## config.mk

```make
export PLATFORM = sky130hd
export DESIGN_NAME = corridor_point_section_filter_flat
export DESIGN_NICKNAME = d
export VERILOG_FILES = /design/src/rtl/cpsf_pkg.sv /design/src/rtl/cpsf_if.sv /design/src/rtl/cpsf_smac.sv /design/src/rtl/cpsf_div.sv /design/src/rtl/corridor_point_section_filter.sv /design/src/flat_wrapper.sv
export SDC_FILE = /design/constraint.sdc
export NUM_CORES = 2
export LEC_CHECK = 0
export BUFFER_PORTS_ARGS = -buffer_cell sky130_fd_sc_hd__buf_2
export CORE_MARGIN = 2
export CORE_UTILIZATION = 60
export DETAILED_ROUTE_END_ITERATION = 6
export PLACE_DENSITY = 0.79
export SETUP_SLACK_MARGIN = 0.5
export SYNTH_ARGS = -nofsm -noshare
export SYNTH_HDL_FRONTEND = slang
export SYNTH_SLANG_ARGS = --single-unit
```

## constraint.sdc

```tcl
create_clock -name clk_i -period 23.8 [get_ports clk_i]
set_input_delay 4.76 -clock clk_i [delete_from_list [all_inputs] [get_ports clk_i]]
set_output_delay 4.76 -clock clk_i [all_outputs]
set_load 0.05 [all_outputs]
```

## src/rtl/cpsf_pkg.sv

```systemverilog
// shared types and constants for the corridor point section filter
package cpsf_pkg;

  // field widths that do not vary
  localparam int TAG_BITS     = 32;
  localparam int CFG_IDX_BITS = 3;
  localparam int WIDTH_RESET  = 1024;

  // configuration register indexes
  typedef enum logic [CFG_IDX_BITS-1:0] {
    REG_START_X = 3'd0,
    REG_START_Y = 3'd1,
    REG_END_X   = 3'd2,
    REG_END_Y   = 3'd3,
    REG_WIDTH   = 3'd4,
    REG_ACTIVE  = 3'd5
  } cpsf_reg_e;

  // item opcodes
  typedef enum logic [0:0] {
    OP_ADD   = 1'b0,
    OP_CLEAR = 1'b1
  } cpsf_op_e;

  // sequencer states
  typedef enum logic [2:0] {
    ST_IDLE,
    ST_LEN_MUL,
    ST_LEN_SQRT,
    ST_PT_MUL,
    ST_PT_ABS,
    ST_PT_DIV,
    ST_FINISH
  } cpsf_state_e;

  // control of one bit-serial multiply-accumulate unit
  typedef struct packed {
    logic clr;
    logic step;
    logic msb;
    logic sub1;
  } cpsf_mac_ctl_t;

  // control of the serial divider
  typedef struct packed {
    logic load;
    logic step;
  } cpsf_div_ctl_t;

endpackage

```

## src/rtl/cpsf_if.sv

```systemverilog
// handshake channels of the corridor point section filter

// point item channel
interface cpsf_pt_if import cpsf_pkg::*; #(
  parameter int COORD_BITS = 24
) ();
  logic                         valid;
  logic                         ready;
  logic [0:0]                   opcode;
  logic signed [COORD_BITS-1:0] point_x;
  logic signed [COORD_BITS-1:0] point_y;
  logic signed [COORD_BITS-1:0] point_z;
  logic [TAG_BITS-1:0]          node_tag;

  modport source (output valid, opcode, point_x, point_y, point_z, node_tag, input ready);
  modport sink (input valid, opcode, point_x, point_y, point_z, node_tag, output ready);
endinterface

// result item channel
interface cpsf_res_if import cpsf_pkg::*; #(
  parameter int COORD_BITS = 24,
  parameter int COUNT_BITS = 16
) ();
  logic                         valid;
  logic                         ready;
  logic                         accepted;
  logic signed [COORD_BITS+1:0] station;
  logic signed [COORD_BITS-1:0] elevation;
  logic [TAG_BITS-1:0]          tag_out;
  logic [COUNT_BITS-1:0]        kept_count;
  logic signed [COORD_BITS+1:0] station_low;
  logic signed [COORD_BITS+1:0] station_high;
  logic signed [COORD_BITS-1:0] elevation_low;
  logic signed [COORD_BITS-1:0] elevation_high;
  logic [COORD_BITS:0]          line_length;

  modport source (output valid, accepted, station, elevation, tag_out, kept_count,
                  station_low, station_high, elevation_low, elevation_high,
                  line_length, input ready);
  modport sink (input valid, accepted, station, elevation, tag_out, kept_count,
                station_low, station_high, elevation_low, elevation_high,
                line_length, output ready);
endinterface

// configuration write channel
interface cpsf_cfg_if import cpsf_pkg::*; #(
  parameter int COORD_BITS = 24
) ();
  logic                    valid;
  logic                    ready;
  logic [CFG_IDX_BITS-1:0] index;
  logic [COORD_BITS-1:0]   data;

  modport source (output valid, index, data, input ready);
  modport sink (input valid, index, data, output ready);
endinterface

```

## src/rtl/cpsf_smac.sv

```systemverilog
// bit-serial two-term signed multiply-accumulate, one multiplier bit per cycle while step is set
module cpsf_smac import cpsf_pkg::*; #(
  parameter int AW    = 25,
  parameter int NSTEP = 25
) (
  input  logic                     clk_i,
  input  cpsf_mac_ctl_t            ctl_i,
  input  logic signed [AW-1:0]     a0_i,
  input  logic signed [AW-1:0]     a1_i,
  input  logic                     b0_i,
  input  logic                     b1_i,
  output logic signed [AW+1+NSTEP:0] prod_o
);

  localparam int HW = AW + 2;

  logic signed [HW-1:0]    hi_q, hi_d;
  logic [NSTEP-1:0]        lo_q, lo_d;
  logic signed [HW-1:0]    t0_w, t1_w, pp_w, ppn_w, sum_w;

  // partial product of this bit, negated on the sign bit of the multiplier
  always_comb begin
    t0_w  = b0_i ? HW'(a0_i) : '0;
    t1_w  = b1_i ? HW'(a1_i) : '0;
    pp_w  = ctl_i.sub1 ? (t0_w - t1_w) : (t0_w + t1_w);
    ppn_w = ctl_i.msb ? -pp_w : pp_w;
    sum_w = hi_q + ppn_w;
    hi_d  = sum_w >>> 1;
    lo_d  = {sum_w[0], lo_q[NSTEP-1:1]};
  end

  // accumulator: high part shifts right, finished low bits drop into lo_q
  always_ff @(posedge clk_i) begin
    if (ctl_i.clr) begin
      hi_q <= '0;
      lo_q <= '0;
    end else if (ctl_i.step) begin
      hi_q <= hi_d;
      lo_q <= lo_d;
    end
  end

  assign prod_o = {hi_q, lo_q};

endmodule

```

## src/rtl/cpsf_div.sv

```systemverilog
// radix-2 restoring divider, one quotient bit per cycle while step is set, with overflow flag
module cpsf_div import cpsf_pkg::*; #(
  parameter int NW = 50,
  parameter int DW = 25,
  parameter int QW = 26
) (
  input  logic          clk_i,
  input  cpsf_div_ctl_t ctl_i,
  input  logic [NW-1:0] dividend_i,
  input  logic [DW-1:0] divisor_i,
  output logic [QW-1:0] quot_o,
  output logic          ovf_o
);

  localparam int CW = DW + 1;

  logic [DW-1:0] rem_q;
  logic [QW-1:0] nlo_q;
  logic [QW-1:0] quot_q;
  logic          ovf_q;
  logic [CW-1:0] trial_w, diff_w;
  logic          ge_w;

  // shift in the next dividend bit and try a subtract
  always_comb begin
    trial_w = {rem_q, nlo_q[QW-1]};
    ge_w    = trial_w >= {1'b0, divisor_i};
    diff_w  = trial_w - {1'b0, divisor_i};
  end

  // quotient too wide when the dividend bits above it already reach the divisor
  always_ff @(posedge clk_i) begin
    if (ctl_i.load) begin
      rem_q <= DW'(dividend_i[NW-1:QW]);
      nlo_q <= dividend_i[QW-1:0];
      ovf_q <= CW'(dividend_i[NW-1:QW]) >= CW'(divisor_i);
    end else if (ctl_i.step) begin
      rem_q  <= ge_w ? diff_w[DW-1:0] : trial_w[DW-1:0];
      nlo_q  <= {nlo_q[QW-2:0], 1'b0};
      quot_q <= {quot_q[QW-2:0], ge_w};
    end
  end

  assign quot_o = quot_q;
  assign ovf_o  = ovf_q;

endmodule

```

## src/rtl/corridor_point_section_filter.sv

```systemverilog
// corridor point section filter: keeps points near a plan line, gives station and statistics
//
// Channels: pt_i takes point items (add point or clear statistics), res_o gives
// one result item per point item, cfg_i writes the six line and corridor
// registers. All use valid/ready; an item moves when both are high.
// After reset, and after any configuration write, the block derives the line
// length with a bit-serial square and a digit-by-digit square root, with
// pt_i.ready low meanwhile; pt_i.ready is also low in any cycle in which a
// configuration write is offered.
// A point item then runs the bit-serial cross and dot products, a magnitude
// step and the radix-2 station divider, then a finish step that writes the
// result before the block returns to idle; pt_i.ready stays low until the
// block is back in idle, so one point item is worked on at a time.
// A clear item, or a point while the section is inactive or degenerate, goes
// straight to the finish step. The result waits in an output register; a
// stalled receiver does not stop the next item from being accepted and worked
// on, only its final step holds until the output register is free.
// Reset clears the statistics, the output valid and the configuration, but sets the corridor width to WIDTH_RESET.
module corridor_point_section_filter import cpsf_pkg::*; #(
  parameter int COORD_BITS = 24,
  parameter int COUNT_BITS = 16
) (
  input  logic      clk_i,
  input  logic      rst_ni,
  cpsf_pt_if.sink   pt_i,
  cpsf_res_if.source res_o,
  cpsf_cfg_if.sink  cfg_i
);

  localparam int C     = COORD_BITS;
  localparam int D     = COORD_BITS + 1;
  localparam int SB    = COORD_BITS + 2;
  localparam int QB    = SB;
  localparam int MW    = 2 * D + 2;
  localparam int CNT_W = $clog2(QB);

  localparam logic [SB-1:0] SMAX = {1'b0, {(SB-1){1'b1}}};
  localparam logic [SB-1:0] SMIN = {1'b1, {(SB-1){1'b0}}};

  // sequencer
  cpsf_state_e state_q, state_d;
  logic [CNT_W-1:0] cnt_q, cnt_d;

  // configuration
  logic signed [C-1:0] sx_q, sx_d, sy_q, sy_d, ex_q, ex_d, ey_q, ey_d;
  logic [C-1:0]        cw_q, cw_d;
  logic                act_q, act_d;
  logic [D-1:0]        len_q, len_d;
  logic                len_ok_q, len_ok_d;

  // item working registers
  logic [0:0]          opc_q, opc_d;
  logic signed [C-1:0] pz_q, pz_d;
  logic [TAG_BITS-1:0] tag_q, tag_d;
  logic                skip_q, skip_d;
  logic signed [D-1:0] rx_q, rx_d, ry_q, ry_d;
  logic [D-1:0]        dxs_q, dxs_d, dys_q, dys_d;
  logic [C-1:0]        ws_q, ws_d;
  logic [2*D-1:0]      sq_n_q, sq_n_d;
  logic [D:0]          sq_rem_q, sq_rem_d;
  logic [D-1:0]        sq_root_q, sq_root_d;
  logic [2*D-1:0]      cmag_q, cmag_d;
  logic                dneg_q, dneg_d;

  // statistics
  logic [COUNT_BITS-1:0] kept_q, kept_d;
  logic signed [SB-1:0]  smin_q, smin_d, smax_q, smax_d;
  logic signed [C-1:0]   emin_q, emin_d, emax_q, emax_d;

  // output register
  logic                  rv_q, rv_d;
  logic                  r_acc_q, r_acc_d;
  logic signed [SB-1:0]  r_sta_q, r_sta_d, r_slo_q, r_slo_d, r_shi_q, r_shi_d;
  logic signed [C-1:0]   r_elev_q, r_elev_d, r_elo_q, r_elo_d, r_ehi_q, r_ehi_d;
  logic [TAG_BITS-1:0]   r_tag_q, r_tag_d;
  logic [COUNT_BITS-1:0] r_kept_q, r_kept_d;
  logic [D-1:0]          r_len_q, r_len_d;

  // datapath wires
  logic signed [D-1:0]  dx_w, dy_w;
  logic signed [MW-1:0] cross_w, dot_w, wl_w, cneg_w, dneg_w;
  logic [2*D-1:0]       dmag_w;
  logic [QB-1:0]        quot_w, qneg_w;
  logic                 ovf_w;
  logic [2*D-1:0]       sq_ncur_w;
  logic [D+1:0]         sq_rem2_w, sq_trial_w, sq_diff_w;
  logic                 sq_ge_w;
  logic [D-1:0]         sq_root_nx_w;
  logic                 pass_w, pos_sat_w, neg_sat_w;
  logic signed [SB-1:0] sta_w;
  logic                 pt_acc_w, cfg_wr_w, out_free_w, mul_step_w;
  cpsf_mac_ctl_t        mul_ctl_w, cross_ctl_w, wl_ctl_w;
  cpsf_div_ctl_t        div_ctl_w;

  assign pt_acc_w   = pt_i.valid && pt_i.ready;
  assign cfg_wr_w   = cfg_i.valid && cfg_i.ready;
  assign out_free_w = !rv_q || res_o.ready;

  // no point item is taken in a cycle that writes a register
  assign pt_i.ready  = (state_q == ST_IDLE) && len_ok_q && !cfg_i.valid;
  assign cfg_i.ready = 1'b1;

  // line direction
  assign dx_w = D'(ex_q) - D'(sx_q);
  assign dy_w = D'(ey_q) - D'(sy_q);

  // serial multiplier control
  assign mul_step_w = (state_q == ST_LEN_MUL) || (state_q == ST_PT_MUL);
  always_comb begin
    mul_ctl_w.clr  = (state_q == ST_IDLE);
    mul_ctl_w.step = mul_step_w;
    mul_ctl_w.msb  = mul_step_w && (cnt_q == CNT_W'(D - 1));
    mul_ctl_w.sub1 = 1'b0;
    cross_ctl_w      = mul_ctl_w;
    cross_ctl_w.sub1 = 1'b1;
    wl_ctl_w.clr   = (state_q == ST_PT_ABS);
    wl_ctl_w.step  = (state_q == ST_PT_DIV) && (cnt_q < CNT_W'(C));
    wl_ctl_w.msb   = 1'b0;
    wl_ctl_w.sub1  = 1'b0;
    div_ctl_w.load = (state_q == ST_PT_ABS);
    div_ctl_w.step = (state_q == ST_PT_DIV);
  end

  // cross product r x d
  cpsf_smac #(.AW(D), .NSTEP(D)) u_cross (
    .clk_i  (clk_i),
    .ctl_i  (cross_ctl_w),
    .a0_i   (rx_q),
    .a1_i   (ry_q),
    .b0_i   (dys_q[0]),
    .b1_i   (dxs_q[0]),
    .prod_o (cross_w)
  );

  // dot product r . d, or d . d while the line length is derived
  cpsf_smac #(.AW(D), .NSTEP(D)) u_dot (
    .clk_i  (clk_i),
    .ctl_i  (mul_ctl_w),
    .a0_i   (rx_q),
    .a1_i   (ry_q),
    .b0_i   (dxs_q[0]),
    .b1_i   (dys_q[0]),
    .prod_o (dot_w)
  );

  // corridor width times line length
  cpsf_smac #(.AW(D + 1), .NSTEP(C)) u_wl (
    .clk_i  (clk_i),
    .ctl_i  (wl_ctl_w),
    .a0_i   ($signed({1'b0, len_q})),
    .a1_i   ('0),
    .b0_i   (ws_q[0]),
    .b1_i   (1'b0),
    .prod_o (wl_w)
  );

  // magnitudes of the products
  assign cneg_w = -cross_w;
  assign dneg_w = -dot_w;
  assign dmag_w = dot_w[MW-1] ? dneg_w[2*D-1:0] : dot_w[2*D-1:0];

  // station divider |dot| / len
  cpsf_div #(.NW(2 * D), .DW(D), .QW(QB)) u_div (
    .clk_i      (clk_i),
    .ctl_i      (div_ctl_w),
    .dividend_i (dmag_w),
    .divisor_i  (len_q),
    .quot_o     (quot_w),
    .ovf_o      (ovf_w)
  );

  // square root step: two radicand bits in, one root bit out
  always_comb begin
    sq_ncur_w    = (cnt_q == '0) ? dot_w[2*D-1:0] : sq_n_q;
    sq_rem2_w    = {sq_rem_q[D-1:0], sq_ncur_w[2*D-1 -: 2]};
    sq_trial_w   = {sq_root_q, 2'b01};
    sq_ge_w      = sq_rem2_w >= sq_trial_w;
    sq_diff_w    = sq_rem2_w - sq_trial_w;
    sq_root_nx_w = {sq_root_q[D-2:0], sq_ge_w};
  end

  // corridor test and saturated station
  always_comb begin
    pass_w    = !skip_q && ({1'b0, cmag_q, 1'b0} <= $unsigned(wl_w));
    qneg_w    = '0 - quot_w;
    pos_sat_w = ovf_w || quot_w[QB-1];
    neg_sat_w = ovf_w || (quot_w[QB-1] && (|quot_w[QB-2:0]));
    if (dneg_q) begin
      sta_w = neg_sat_w ? $signed(SMIN) : $signed(qneg_w);
    end else begin
      sta_w = pos_sat_w ? $signed(SMAX) : $signed(quot_w);
    end
  end

  // next state and register updates
  always_comb begin
    state_d   = state_q;
    cnt_d     = cnt_q;
    sx_d      = sx_q;
    sy_d      = sy_q;
    ex_d      = ex_q;
    ey_d      = ey_q;
    cw_d      = cw_q;
    act_d     = act_q;
    len_d     = len_q;
    len_ok_d  = len_ok_q;
    opc_d     = opc_q;
    pz_d      = pz_q;
    tag_d     = tag_q;
    skip_d    = skip_q;
    rx_d      = rx_q;
    ry_d      = ry_q;
    dxs_d     = dxs_q;
    dys_d     = dys_q;
    ws_d      = ws_q;
    sq_n_d    = sq_n_q;
    sq_rem_d  = sq_rem_q;
    sq_root_d = sq_root_q;
    cmag_d    = cmag_q;
    dneg_d    = dneg_q;
    kept_d    = kept_q;
    smin_d    = smin_q;
    smax_d    = smax_q;
    emin_d    = emin_q;
    emax_d    = emax_q;
    rv_d      = rv_q && !res_o.ready;
    r_acc_d   = r_acc_q;
    r_sta_d   = r_sta_q;
    r_elev_d  = r_elev_q;
    r_tag_d   = r_tag_q;
    r_kept_d  = r_kept_q;
    r_slo_d   = r_slo_q;
    r_shi_d   = r_shi_q;
    r_elo_d   = r_elo_q;
    r_ehi_d   = r_ehi_q;
    r_len_d   = r_len_q;

    // register writes; any write invalidates the cached line length
    if (cfg_wr_w) begin
      len_ok_d = 1'b0;
      unique case (cfg_i.index)
        REG_START_X: sx_d = $signed(cfg_i.data);
        REG_START_Y: sy_d = $signed(cfg_i.data);
        REG_END_X:   ex_d = $signed(cfg_i.data);
        REG_END_Y:   ey_d = $signed(cfg_i.data);
        REG_WIDTH:   cw_d = cfg_i.data;
        REG_ACTIVE:  act_d = cfg_i.data[0];
        default: ;
      endcase
    end

    unique case (state_q)
      ST_IDLE: begin
        cnt_d     = '0;
        sq_rem_d  = '0;
        sq_root_d = '0;
        if (cfg_wr_w) begin
          state_d = ST_IDLE;
        end else if (!len_ok_q) begin
          rx_d    = dx_w;
          ry_d    = dy_w;
          dxs_d   = dx_w;
          dys_d   = dy_w;
          state_d = ST_LEN_MUL;
        end else if (pt_acc_w) begin
          opc_d  = pt_i.opcode;
          pz_d   = pt_i.point_z;
          tag_d  = pt_i.node_tag;
          rx_d   = D'(pt_i.point_x) - D'(sx_q);
          ry_d   = D'(pt_i.point_y) - D'(sy_q);
          dxs_d  = dx_w;
          dys_d  = dy_w;
          skip_d = (pt_i.opcode == OP_CLEAR) || !act_q || (len_q == '0);
          state_d = ((pt_i.opcode == OP_CLEAR) || !act_q || (len_q == '0)) ?
                    ST_FINISH : ST_PT_MUL;
        end
      end

      ST_LEN_MUL: begin
        dxs_d = dxs_q >> 1;
        dys_d = dys_q >> 1;
        cnt_d = cnt_q + 1'b1;
        if (cnt_q == CNT_W'(D - 1)) begin
          cnt_d   = '0;
          state_d = ST_LEN_SQRT;
        end
        if (cfg_wr_w) begin
          state_d = ST_IDLE;
        end
      end

      ST_LEN_SQRT: begin
        sq_n_d    = {sq_ncur_w[2*D-3:0], 2'b00};
        sq_rem_d  = sq_ge_w ? sq_diff_w[D:0] : sq_rem2_w[D:0];
        sq_root_d = sq_root_nx_w;
        cnt_d     = cnt_q + 1'b1;
        if (cfg_wr_w) begin
          state_d = ST_IDLE;
        end else if (cnt_q == CNT_W'(D - 1)) begin
          len_d    = sq_root_nx_w;
          len_ok_d = 1'b1;
          state_d  = ST_IDLE;
        end
      end

      ST_PT_MUL: begin
        dxs_d = dxs_q >> 1;
        dys_d = dys_q >> 1;
        cnt_d = cnt_q + 1'b1;
        if (cnt_q == CNT_W'(D - 1)) begin
          state_d = ST_PT_ABS;
        end
      end

      ST_PT_ABS: begin
        cmag_d  = cross_w[MW-1] ? cneg_w[2*D-1:0] : cross_w[2*D-1:0];
        dneg_d  = dot_w[MW-1];
        ws_d    = cw_q;
        cnt_d   = '0;
        state_d = ST_PT_DIV;
      end

      ST_PT_DIV: begin
        ws_d  = ws_q >> 1;
        cnt_d = cnt_q + 1'b1;
        if (cnt_q == CNT_W'(QB - 1)) begin
          state_d = ST_FINISH;
        end
      end

      ST_FINISH: begin
        if (out_free_w) begin
          rv_d     = 1'b1;
          r_acc_d  = 1'b0;
          r_sta_d  = '0;
          r_elev_d = '0;
          r_tag_d  = '0;
          if (opc_q == OP_CLEAR) begin
            kept_d = '0;
            smin_d = '0;
            smax_d = '0;
            emin_d = '0;
            emax_d = '0;
          end else begin
            r_tag_d = tag_q;
            if (pass_w) begin
              r_acc_d  = 1'b1;
              r_sta_d  = sta_w;
              r_elev_d = pz_q;
              if (kept_q == '0) begin
                smin_d = sta_w;
                smax_d = sta_w;
                emin_d = pz_q;
                emax_d = pz_q;
              end else begin
                if (sta_w < smin_q) smin_d = sta_w;
                if (sta_w > smax_q) smax_d = sta_w;
                if (pz_q < emin_q) emin_d = pz_q;
                if (pz_q > emax_q) emax_d = pz_q;
              end
              if (kept_q != {COUNT_BITS{1'b1}}) begin
                kept_d = kept_q + 1'b1;
              end
            end
          end
          // statistics and line length read as zero while nothing is kept
          r_kept_d = kept_d;
          if (kept_d != '0) begin
            r_slo_d = smin_d;
            r_shi_d = smax_d;
            r_elo_d = emin_d;
            r_ehi_d = emax_d;
            r_len_d = len_q;
          end else begin
            r_slo_d = '0;
            r_shi_d = '0;
            r_elo_d = '0;
            r_ehi_d = '0;
            r_len_d = '0;
          end
          state_d = ST_IDLE;
        end
      end

      default: state_d = ST_IDLE;
    endcase
  end

  // control and architectural state
  always_ff @(posedge clk_i or negedge rst_ni) begin
    if (!rst_ni) begin
      state_q  <= ST_IDLE;
      cnt_q    <= '0;
      sx_q     <= '0;
      sy_q     <= '0;
      ex_q     <= '0;
      ey_q     <= '0;
      cw_q     <= C'(WIDTH_RESET);
      act_q    <= 1'b0;
      len_ok_q <= 1'b0;
      kept_q   <= '0;
      smin_q   <= '0;
      smax_q   <= '0;
      emin_q   <= '0;
      emax_q   <= '0;
      rv_q     <= 1'b0;
    end else begin
      state_q  <= state_d;
      cnt_q    <= cnt_d;
      sx_q     <= sx_d;
      sy_q     <= sy_d;
      ex_q     <= ex_d;
      ey_q     <= ey_d;
      cw_q     <= cw_d;
      act_q    <= act_d;
      len_ok_q <= len_ok_d;
      kept_q   <= kept_d;
      smin_q   <= smin_d;
      smax_q   <= smax_d;
      emin_q   <= emin_d;
      emax_q   <= emax_d;
      rv_q     <= rv_d;
    end
  end

  // payload and working registers
  always_ff @(posedge clk_i) begin
    len_q     <= len_d;
    opc_q     <= opc_d;
    pz_q      <= pz_d;
    tag_q     <= tag_d;
    skip_q    <= skip_d;
    rx_q      <= rx_d;
    ry_q      <= ry_d;
    dxs_q     <= dxs_d;
    dys_q     <= dys_d;
    ws_q      <= ws_d;
    sq_n_q    <= sq_n_d;
    sq_rem_q  <= sq_rem_d;
    sq_root_q <= sq_root_d;
    cmag_q    <= cmag_d;
    dneg_q    <= dneg_d;
    r_acc_q   <= r_acc_d;
    r_sta_q   <= r_sta_d;
    r_elev_q  <= r_elev_d;
    r_tag_q   <= r_tag_d;
    r_kept_q  <= r_kept_d;
    r_slo_q   <= r_slo_d;
    r_shi_q   <= r_shi_d;
    r_elo_q   <= r_elo_d;
    r_ehi_q   <= r_ehi_d;
    r_len_q   <= r_len_d;
  end

  // result channel
  assign res_o.valid          = rv_q;
  assign res_o.accepted       = r_acc_q;
  assign res_o.station        = r_sta_q;
  assign res_o.elevation      = r_elev_q;
  assign res_o.tag_out        = r_tag_q;
  assign res_o.kept_count     = r_kept_q;
  assign res_o.station_low    = r_slo_q;
  assign res_o.station_high   = r_shi_q;
  assign res_o.elevation_low  = r_elo_q;
  assign res_o.elevation_high = r_ehi_q;
  assign res_o.line_length    = r_len_q;

endmodule
```

## src/flat_wrapper.sv

```systemverilog
// flat-port wrapper written by rule: the top's interface ports become plain ports
module corridor_point_section_filter_flat import cpsf_pkg::*;
#(
  parameter int COORD_BITS = 24,
  parameter int COUNT_BITS = 16
)
  (clk_i, rst_ni, pt_i_valid, pt_i_opcode, pt_i_point_x, pt_i_point_y, pt_i_point_z, pt_i_node_tag, pt_i_ready, res_o_valid, res_o_accepted, res_o_station, res_o_elevation, res_o_tag_out, res_o_kept_count, res_o_station_low, res_o_station_high, res_o_elevation_low, res_o_elevation_high, res_o_line_length, res_o_ready, cfg_i_valid, cfg_i_index, cfg_i_data, cfg_i_ready);
  cpsf_pt_if #(.COORD_BITS(COORD_BITS)) pt_i_i ();
  cpsf_res_if #(.COORD_BITS(COORD_BITS), .COUNT_BITS(COUNT_BITS)) res_o_i ();
  cpsf_cfg_if #(.COORD_BITS(COORD_BITS)) cfg_i_i ();
  input  logic clk_i;
  input  logic rst_ni;
  input wire logic [$bits(pt_i_i.valid)-1:0] pt_i_valid;
  input wire logic [$bits(pt_i_i.opcode)-1:0] pt_i_opcode;
  input wire logic [$bits(pt_i_i.point_x)-1:0] pt_i_point_x;
  input wire logic [$bits(pt_i_i.point_y)-1:0] pt_i_point_y;
  input wire logic [$bits(pt_i_i.point_z)-1:0] pt_i_point_z;
  input wire logic [$bits(pt_i_i.node_tag)-1:0] pt_i_node_tag;
  output wire logic [$bits(pt_i_i.ready)-1:0] pt_i_ready;
  output wire logic [$bits(res_o_i.valid)-1:0] res_o_valid;
  output wire logic [$bits(res_o_i.accepted)-1:0] res_o_accepted;
  output wire logic [$bits(res_o_i.station)-1:0] res_o_station;
  output wire logic [$bits(res_o_i.elevation)-1:0] res_o_elevation;
  output wire logic [$bits(res_o_i.tag_out)-1:0] res_o_tag_out;
  output wire logic [$bits(res_o_i.kept_count)-1:0] res_o_kept_count;
  output wire logic [$bits(res_o_i.station_low)-1:0] res_o_station_low;
  output wire logic [$bits(res_o_i.station_high)-1:0] res_o_station_high;
  output wire logic [$bits(res_o_i.elevation_low)-1:0] res_o_elevation_low;
  output wire logic [$bits(res_o_i.elevation_high)-1:0] res_o_elevation_high;
  output wire logic [$bits(res_o_i.line_length)-1:0] res_o_line_length;
  input wire logic [$bits(res_o_i.ready)-1:0] res_o_ready;
  input wire logic [$bits(cfg_i_i.valid)-1:0] cfg_i_valid;
  input wire logic [$bits(cfg_i_i.index)-1:0] cfg_i_index;
  input wire logic [$bits(cfg_i_i.data)-1:0] cfg_i_data;
  output wire logic [$bits(cfg_i_i.ready)-1:0] cfg_i_ready;
  assign pt_i_i.valid = pt_i_valid;
  assign pt_i_i.opcode = pt_i_opcode;
  assign pt_i_i.point_x = pt_i_point_x;
  assign pt_i_i.point_y = pt_i_point_y;
  assign pt_i_i.point_z = pt_i_point_z;
  assign pt_i_i.node_tag = pt_i_node_tag;
  assign pt_i_ready = pt_i_i.ready;
  assign res_o_valid = res_o_i.valid;
  assign res_o_accepted = res_o_i.accepted;
  assign res_o_station = res_o_i.station;
  assign res_o_elevation = res_o_i.elevation;
  assign res_o_tag_out = res_o_i.tag_out;
  assign res_o_kept_count = res_o_i.kept_count;
  assign res_o_station_low = res_o_i.station_low;
  assign res_o_station_high = res_o_i.station_high;
  assign res_o_elevation_low = res_o_i.elevation_low;
  assign res_o_elevation_high = res_o_i.elevation_high;
  assign res_o_line_length = res_o_i.line_length;
  assign res_o_i.ready = res_o_ready;
  assign cfg_i_i.valid = cfg_i_valid;
  assign cfg_i_i.index = cfg_i_index;
  assign cfg_i_i.data = cfg_i_data;
  assign cfg_i_ready = cfg_i_i.ready;
  corridor_point_section_filter #(.COORD_BITS(COORD_BITS), .COUNT_BITS(COUNT_BITS)) u_core (.clk_i(clk_i), .rst_ni(rst_ni), .pt_i(pt_i_i), .res_o(res_o_i), .cfg_i(cfg_i_i));
endmodule
```

# --- Yosys cells after proc, flatten, opt, wreduce, memory -nomap -nowiden ---
# Index checks and enable logic that the tools add are counted.
classes:
  addsub: 18
  n_mul: 0
  div_mod_pow: 0
  n_lt_le_gt_ge: 9
  n_eq_ne: 23
  shifts: 0
  n_mux: 76
  n_bitwise: 3
  reduce_logical: 47
ops:
  columns: ["op", "n"]
  rows:
  - ["$mux 26", 13]
  - ["$mux 25", 13]
  - ["$mux 24", 10]
  - ["$pmux 25 s2", 4]
  - ["$mux 27", 6]
  - ["$mux 50", 3]
  - ["$neg 50->50", 2]
  - ["$sub 24x24->25", 4]
  - ["$mux 16", 5]
  - ["$add 26x27->27", 2]
  - ["$neg 27->27", 2]
  - ["$le 51x52->1", 1]
  - ["$sub 25x25->25", 2]
  - ["$pmux 24 s2", 1]
  - ["$mux 3", 11]
  - ["$add 27x26->28", 1]
  - ["$add 27x27->27", 1]
  - ["$ge 27x27->1", 1]
  - ["$sub 27x27->27", 1]
  - ["$ge 26x25->1", 1]
  - ["$gt 26x26->1", 1]
  - ["$lt 26x26->1", 1]
  - ["$sub 1x26->26 const A", 1]
  - ["$ge 24x25->1", 1]
  - ["other kinds (37)", 88]
word_totals:
  reg_bits: 1058
  latchBits: 0
  ram_bits: 0
  rom_bits: 0
  in_bits: 137
  out_inout_bits: 227
  memories: 0

# --- Logic depth before layout (Yosys ltp) ---
logic_depth:
  depth_word: 10
  mapped_depth: 27
  ltp_nobuf: 26

# --- Modules after synthesis ---
# Synthesis repeated with hierarchy kept, for this count alone.
unflattened:
  hier_cells: 6865
  hier_area_um2: 67787.5
by_module_without_submodules:
  columns: ["module", "instances", "cells_each", "area_per_inst_um2", "seq_area_each_um2"]
  rows:
  - ["corridor_point_section_filter", 1, 4009, 44551.5, 23598.9]
  - ["cpsf_smac (u_core.u_cross ...)", 2, 784, 5898.2, 1021.0]
  - ["cpsf_smac (u_core.u_wl)", 1, 845, 6239.7, 1021.0]
  - ["cpsf_div", 1, 443, 5200.0, 2332.2]

# --- Least setup slack after synthesis ---
# OpenSTA, ideal clock, no wires.
synth_timing:
  kind: "in2reg"
  startpoint: "in res_o_ready"
  endpoint: "reg u_core.r_acc_q, in the netlist u_core.res_o.accepted, enable pin"
  t_arrival_ns: 11.411
  required_time_ns: 23.124
  slack_ns: 11.713
  stages: 4
  path_cell_list: "nand2b_1 -> nand2_1 -> inv_1 -> clkbuf_1"
synth_via:
  elab_chain_cells: 2
synth_lines:
  columns: ["element", "line", "rtl"]
  rows:
  - ["from (decl)", "flat_wrapper.sv:31", "input wire logic [$bits(res_o_i.ready)-1:0] res_o_ready;"]
  - ["$logic_or 1x1->1", "corridor_point_section_filter.sv:97", "assign out_free_w = !rv_q || res_o.ready;"]
  - ["$reduce_and 2->1 (no source line)", null, null]
  - ["to (signal assigned)", "corridor_point_section_filter.sv:443", "r_acc_q <= r_acc_d;"]
  - ["to (decl)", "corridor_point_section_filter.sv:72", "logic r_acc_q, r_acc_d;"]
# No other way between the ends.
# A chain may end at the register's enable or synchronous reset.

# --- Worst setup path after layout ---
layout_timing:
  startpoint: "in cfg_i_valid"
  endpoint: "out pt_i_ready"
layout_via:
  elab_chain_cells: 2
layout_lines:
  columns: ["element", "line", "rtl"]
  rows:
  - ["from (decl)", "flat_wrapper.sv:32", "input wire logic [$bits(cfg_i_i.valid)-1:0] cfg_i_valid;"]
  - ["$logic_not 1->1", "corridor_point_section_filter.sv:100", "assign pt_i.ready = (state_q == ST_IDLE) && len_ok_q && !cfg_i.valid;"]
  - ["$logic_and 1x1->1", "corridor_point_section_filter.sv:100", null]
  - ["to (decl)", "flat_wrapper.sv:19", "output wire logic [$bits(pt_i_i.ready)-1:0] pt_i_ready;"]
# No other way between the ends.

==> impl_results.md <==
* Vias per cell at 6.08
* Relative slew slack at 0.159
* Share of async-settable or async-resettable flops after synthesis at 0.233
* DRC Markers at 0
* Reg power frac at 0.300
* # setup viols final at 0
* Slew @ Worst Pin at 1.26 ns
* Final Cell Area at 69,500 µm²
* Status: finished clean
* Core box area at 103,000 µm²
* Synthesized area at 62,500 µm²
* Switching power share of the total at 0.419
* Leakage at 0.0296 µW
* Clock sinks at 1,058
* Synth Warn # at 0
* Internal at 5390 µW
* H-tree levels at 3
* Synth Flop Type: edfxtp_1
* # rows at 118
* Max Buffers Root-to-Sink at 3
* Clock network power share at 0.195
* Peak Freq at 94.5 MHz
* Layout Skew at 0.0431 ns
* CTS resizes at 0
* Adder-cell share of the synthesized area at 0.0950
* Die Wd at 327 µm
* Setup slack, reg-to-reg at 16.38 ns
* Starting DRT DRC Count at 4,601
* CP Class: in2out
* Yosys reg bits at 1,058
* CP endpoint kind: output pin
* Main combinational cell family by area after synthesis: compound AO/OA/AOI/OAI gates
* Synth Area in Simple Gates at 0.148
* Max-cap violation count at 0
* Psw at 3880 µW
* Final Cycle Share at 0.445
* Vias at 49,100
* CTS Hold Bufs at 0
* Initial core utilization at 0.604
* I/O Buffers at 362
* Avg Cell Area, Syn at 9.89 µm²
* Share of post-route cells with drive strength above 1 at 0.131
* Worst Path Arrival at 5.83 ns
* Logic pwr share at 0.504
* Worst Path Required at 19.04 ns
* TritonRoute pass-1 iters at 6
* Synth Area in Compound Gates at 0.155
* Minimum clock period after layout at 10.59 ns
* Die Height at 327 µm
* Vias in the first global route at 46,100
* First-pass GRT wire length at 250 mm
* Synth Area in XOR/XNOR at 0.0500
* Hold Vio Cnt, Final at 0
* Die Area at 107,000 µm²
* Commonest non-fill, non-tap cell in the layout: nand2_1
* Antenna violations before repair at 6
* Hold Path Class: reg2reg
* CP Max Fanout at 7
* Skew-Pair Late Insertion Delay at 0.73 ns
* Final nets at 7,193
* CTS clk-pin slew, worst paths at 0.06 ns
* Area delta synth->final at 11.1%
* Syn_nets at 6,929
* Routed WL at 160 mm
* RSZ-0062 raised after global routing: no
* Post-synth cell types at 92
* Sequential element share of the synthesized area at 0.464
* CTS root buffer: clkbuf_16
* CP Launch Type: input port
* Post-Syn Instances at 6,324
* Slew Viols, Final at 0
* Cell Area, Placed at 65,700 µm²
* Final core utilization at 0.671
* Most frequent cells in the layout: nand2_1, edfxtp_1, nor2_1, a21oi_1, ha_1
* Dpl hpwl at 115 mm
* Post-synth EDFFs at 657
* Post-synthesis mux area share at 0.0488
* Largest net degree at the start of global routing at 140
* CTS tree: yes
* Setup TNS at 0 ns
* Power density cells at 133 nW/µm²
* Post-route ant nets at 0
* Gpl congestion at 0.949
* CTS Buf Count at 111
* Worst vdd ir at 0.129 mV
* Boundary Pins at 364
* Setup repair bufs after CTS at 0
* WL/cell at 19.9 µm
* Overflow after GRT at 0
* Total GRT Usage at 0.291
[final cells by class]
| class | count | area, µm² |
|---|---|---|
| inverter | 386 | 1460 |
| clock buffer | 145 | 3030 |
| multi-input combinational | 4606 | 31200 |
| tap | 1380 | 1730 |
| antenna | 4 | 10.0 |
| timing repair buffer | 425 | 2310 |
| fill | 7873 | 34000 |
| sequential | 1058 | 29000 |
| clock inverter | 67 | 787 |
[per-stage QoR]
stage                     total power (µW)  std cells  setup WS, ns  hold slack, ns
after global routing                  9870       8070         13.17           0.445
after floorplan                       6310       6324         11.71           0.426
final                                 9270       8071         13.21           0.422
after detailed placement              7400       7855         13.30           0.435
after global placement                7240       7855         13.34           0.433
after CTS                             9240       8067         13.26           0.423
[metal layers]
metal / wire length (µm) / vias up / global-route usage / share of wire
met5: 7 / - / 0 / 0.000044
met4: 7590 / 2 / 0.128 / 0.047
met3: 9950 / 358 / 0.0313 / 0.062
met2: 77400 / 1810 / 0.489 / 0.48
met1: 65400 / 23500 / 0.383 / 0.41
li1: - / 23400 / - / -
[power groups by stage]
| stage | Sequential, µW | Clock [µW] | Combinational [µW] |
|---|---|---|---|
| floorplan | 2830 | 0 | 3470 |
| global placement | 2800 | 0 | 4440 |
| detailed placement | 2810 | 0 | 4580 |
| CTS | 2780 | 1830 | 4620 |
| global route | 2820 | 1900 | 5150 |
| finish | 2790 | 1810 | 4680 |
[final timing paths]
kind	start	end	depth (start not counted)
worst max-delay path	cfg_i_valid	pt_i_ready	5
worst min register to register	u_core.sq_root_q[22]$_SDFFCE_PN0P_	u_core.len_q[23]$_DFFE_PP_	0
max in group asynchronous	rst_ni	u_core.smin_q[3]$_DFFE_PN0P_	2
worst min-delay path	u_core.sq_root_q[22]$_SDFFCE_PN0P_	u_core.len_q[23]$_DFFE_PP_	0
min in group asynchronous	rst_ni	u_core.cw_q[8]$_DFFE_PN0P_	1
worst max register to register	u_core.u_div.quot_o[16]$_DFFE_PP_	u_core.smax_q[14]$_DFFE_PN0P_	19
[sequential cells by signal, indices dropped and copies added (netlist names), 26 cells and up]
name / count
u_core.smax_q: 26
u_core.cmag_q: 50
u_core.u_cross.hi_q: 26
u_core.u_div.nlo_q: 26
u_core.res_o.tag_out: 32
u_core.u_div.quot_o: 26
u_core.smin_q: 26
u_core.res_o.station_high: 26
u_core.res_o.station_low: 26
u_core.u_dot.hi_q: 26
u_core.res_o.station: 26
u_core.u_wl.hi_q: 27
u_core.tag_q: 32
u_core.sq_n_q: 48
[cells by family after synthesis]
family,count (synthesis)
compound gates,1531
xor+xnor,357
fa+ha+maj,469
buf+inv,660
flops,1058
mux,283
other cells,1
simple gates,1965
[worst max-delay path, cell delays in order]
cell and delay, ns:
buf_2 0.14, inv_1 0.20, nand2_1 0.13, nor2_1 0.26, buf_2 0.33
[synth_stat cells, drive strengths merged, types with 28 or more instances]
master / count / share of area
nand4: 61 / 0.0061
a211oi: 63 / 0.0076
mux2i: 106 / 0.017
nand2b: 50 / 0.0050
dfxtp: 154 / 0.049
clkbuf: 252 / 0.015
ha: 458 / 0.092
nor3: 80 / 0.0064
o21a: 45 / 0.0054
o31ai: 54 / 0.0069
edfxtp: 657 / 0.32
nand3: 75 / 0.0060
a22oi: 28 / 0.0034
mux2: 177 / 0.032
o22ai: 64 / 0.0064
a21o: 149 / 0.018
nor4: 56 / 0.0056
and3: 65 / 0.0065
nor2b: 95 / 0.0095
a221o: 34 / 0.0054
dfrtp: 246 / 0.098
a31oi: 43 / 0.0043
or3: 49 / 0.0051
or2: 33 / 0.0033
inv: 384 / 0.023
xnor2: 225 / 0.032
a21oi: 475 / 0.038
nand2: 690 / 0.041
nor2: 512 / 0.031
o21ai: 350 / 0.028
xor2: 132 / 0.018
and2: 127 / 0.013
Power figures use the tool's default switching activity.
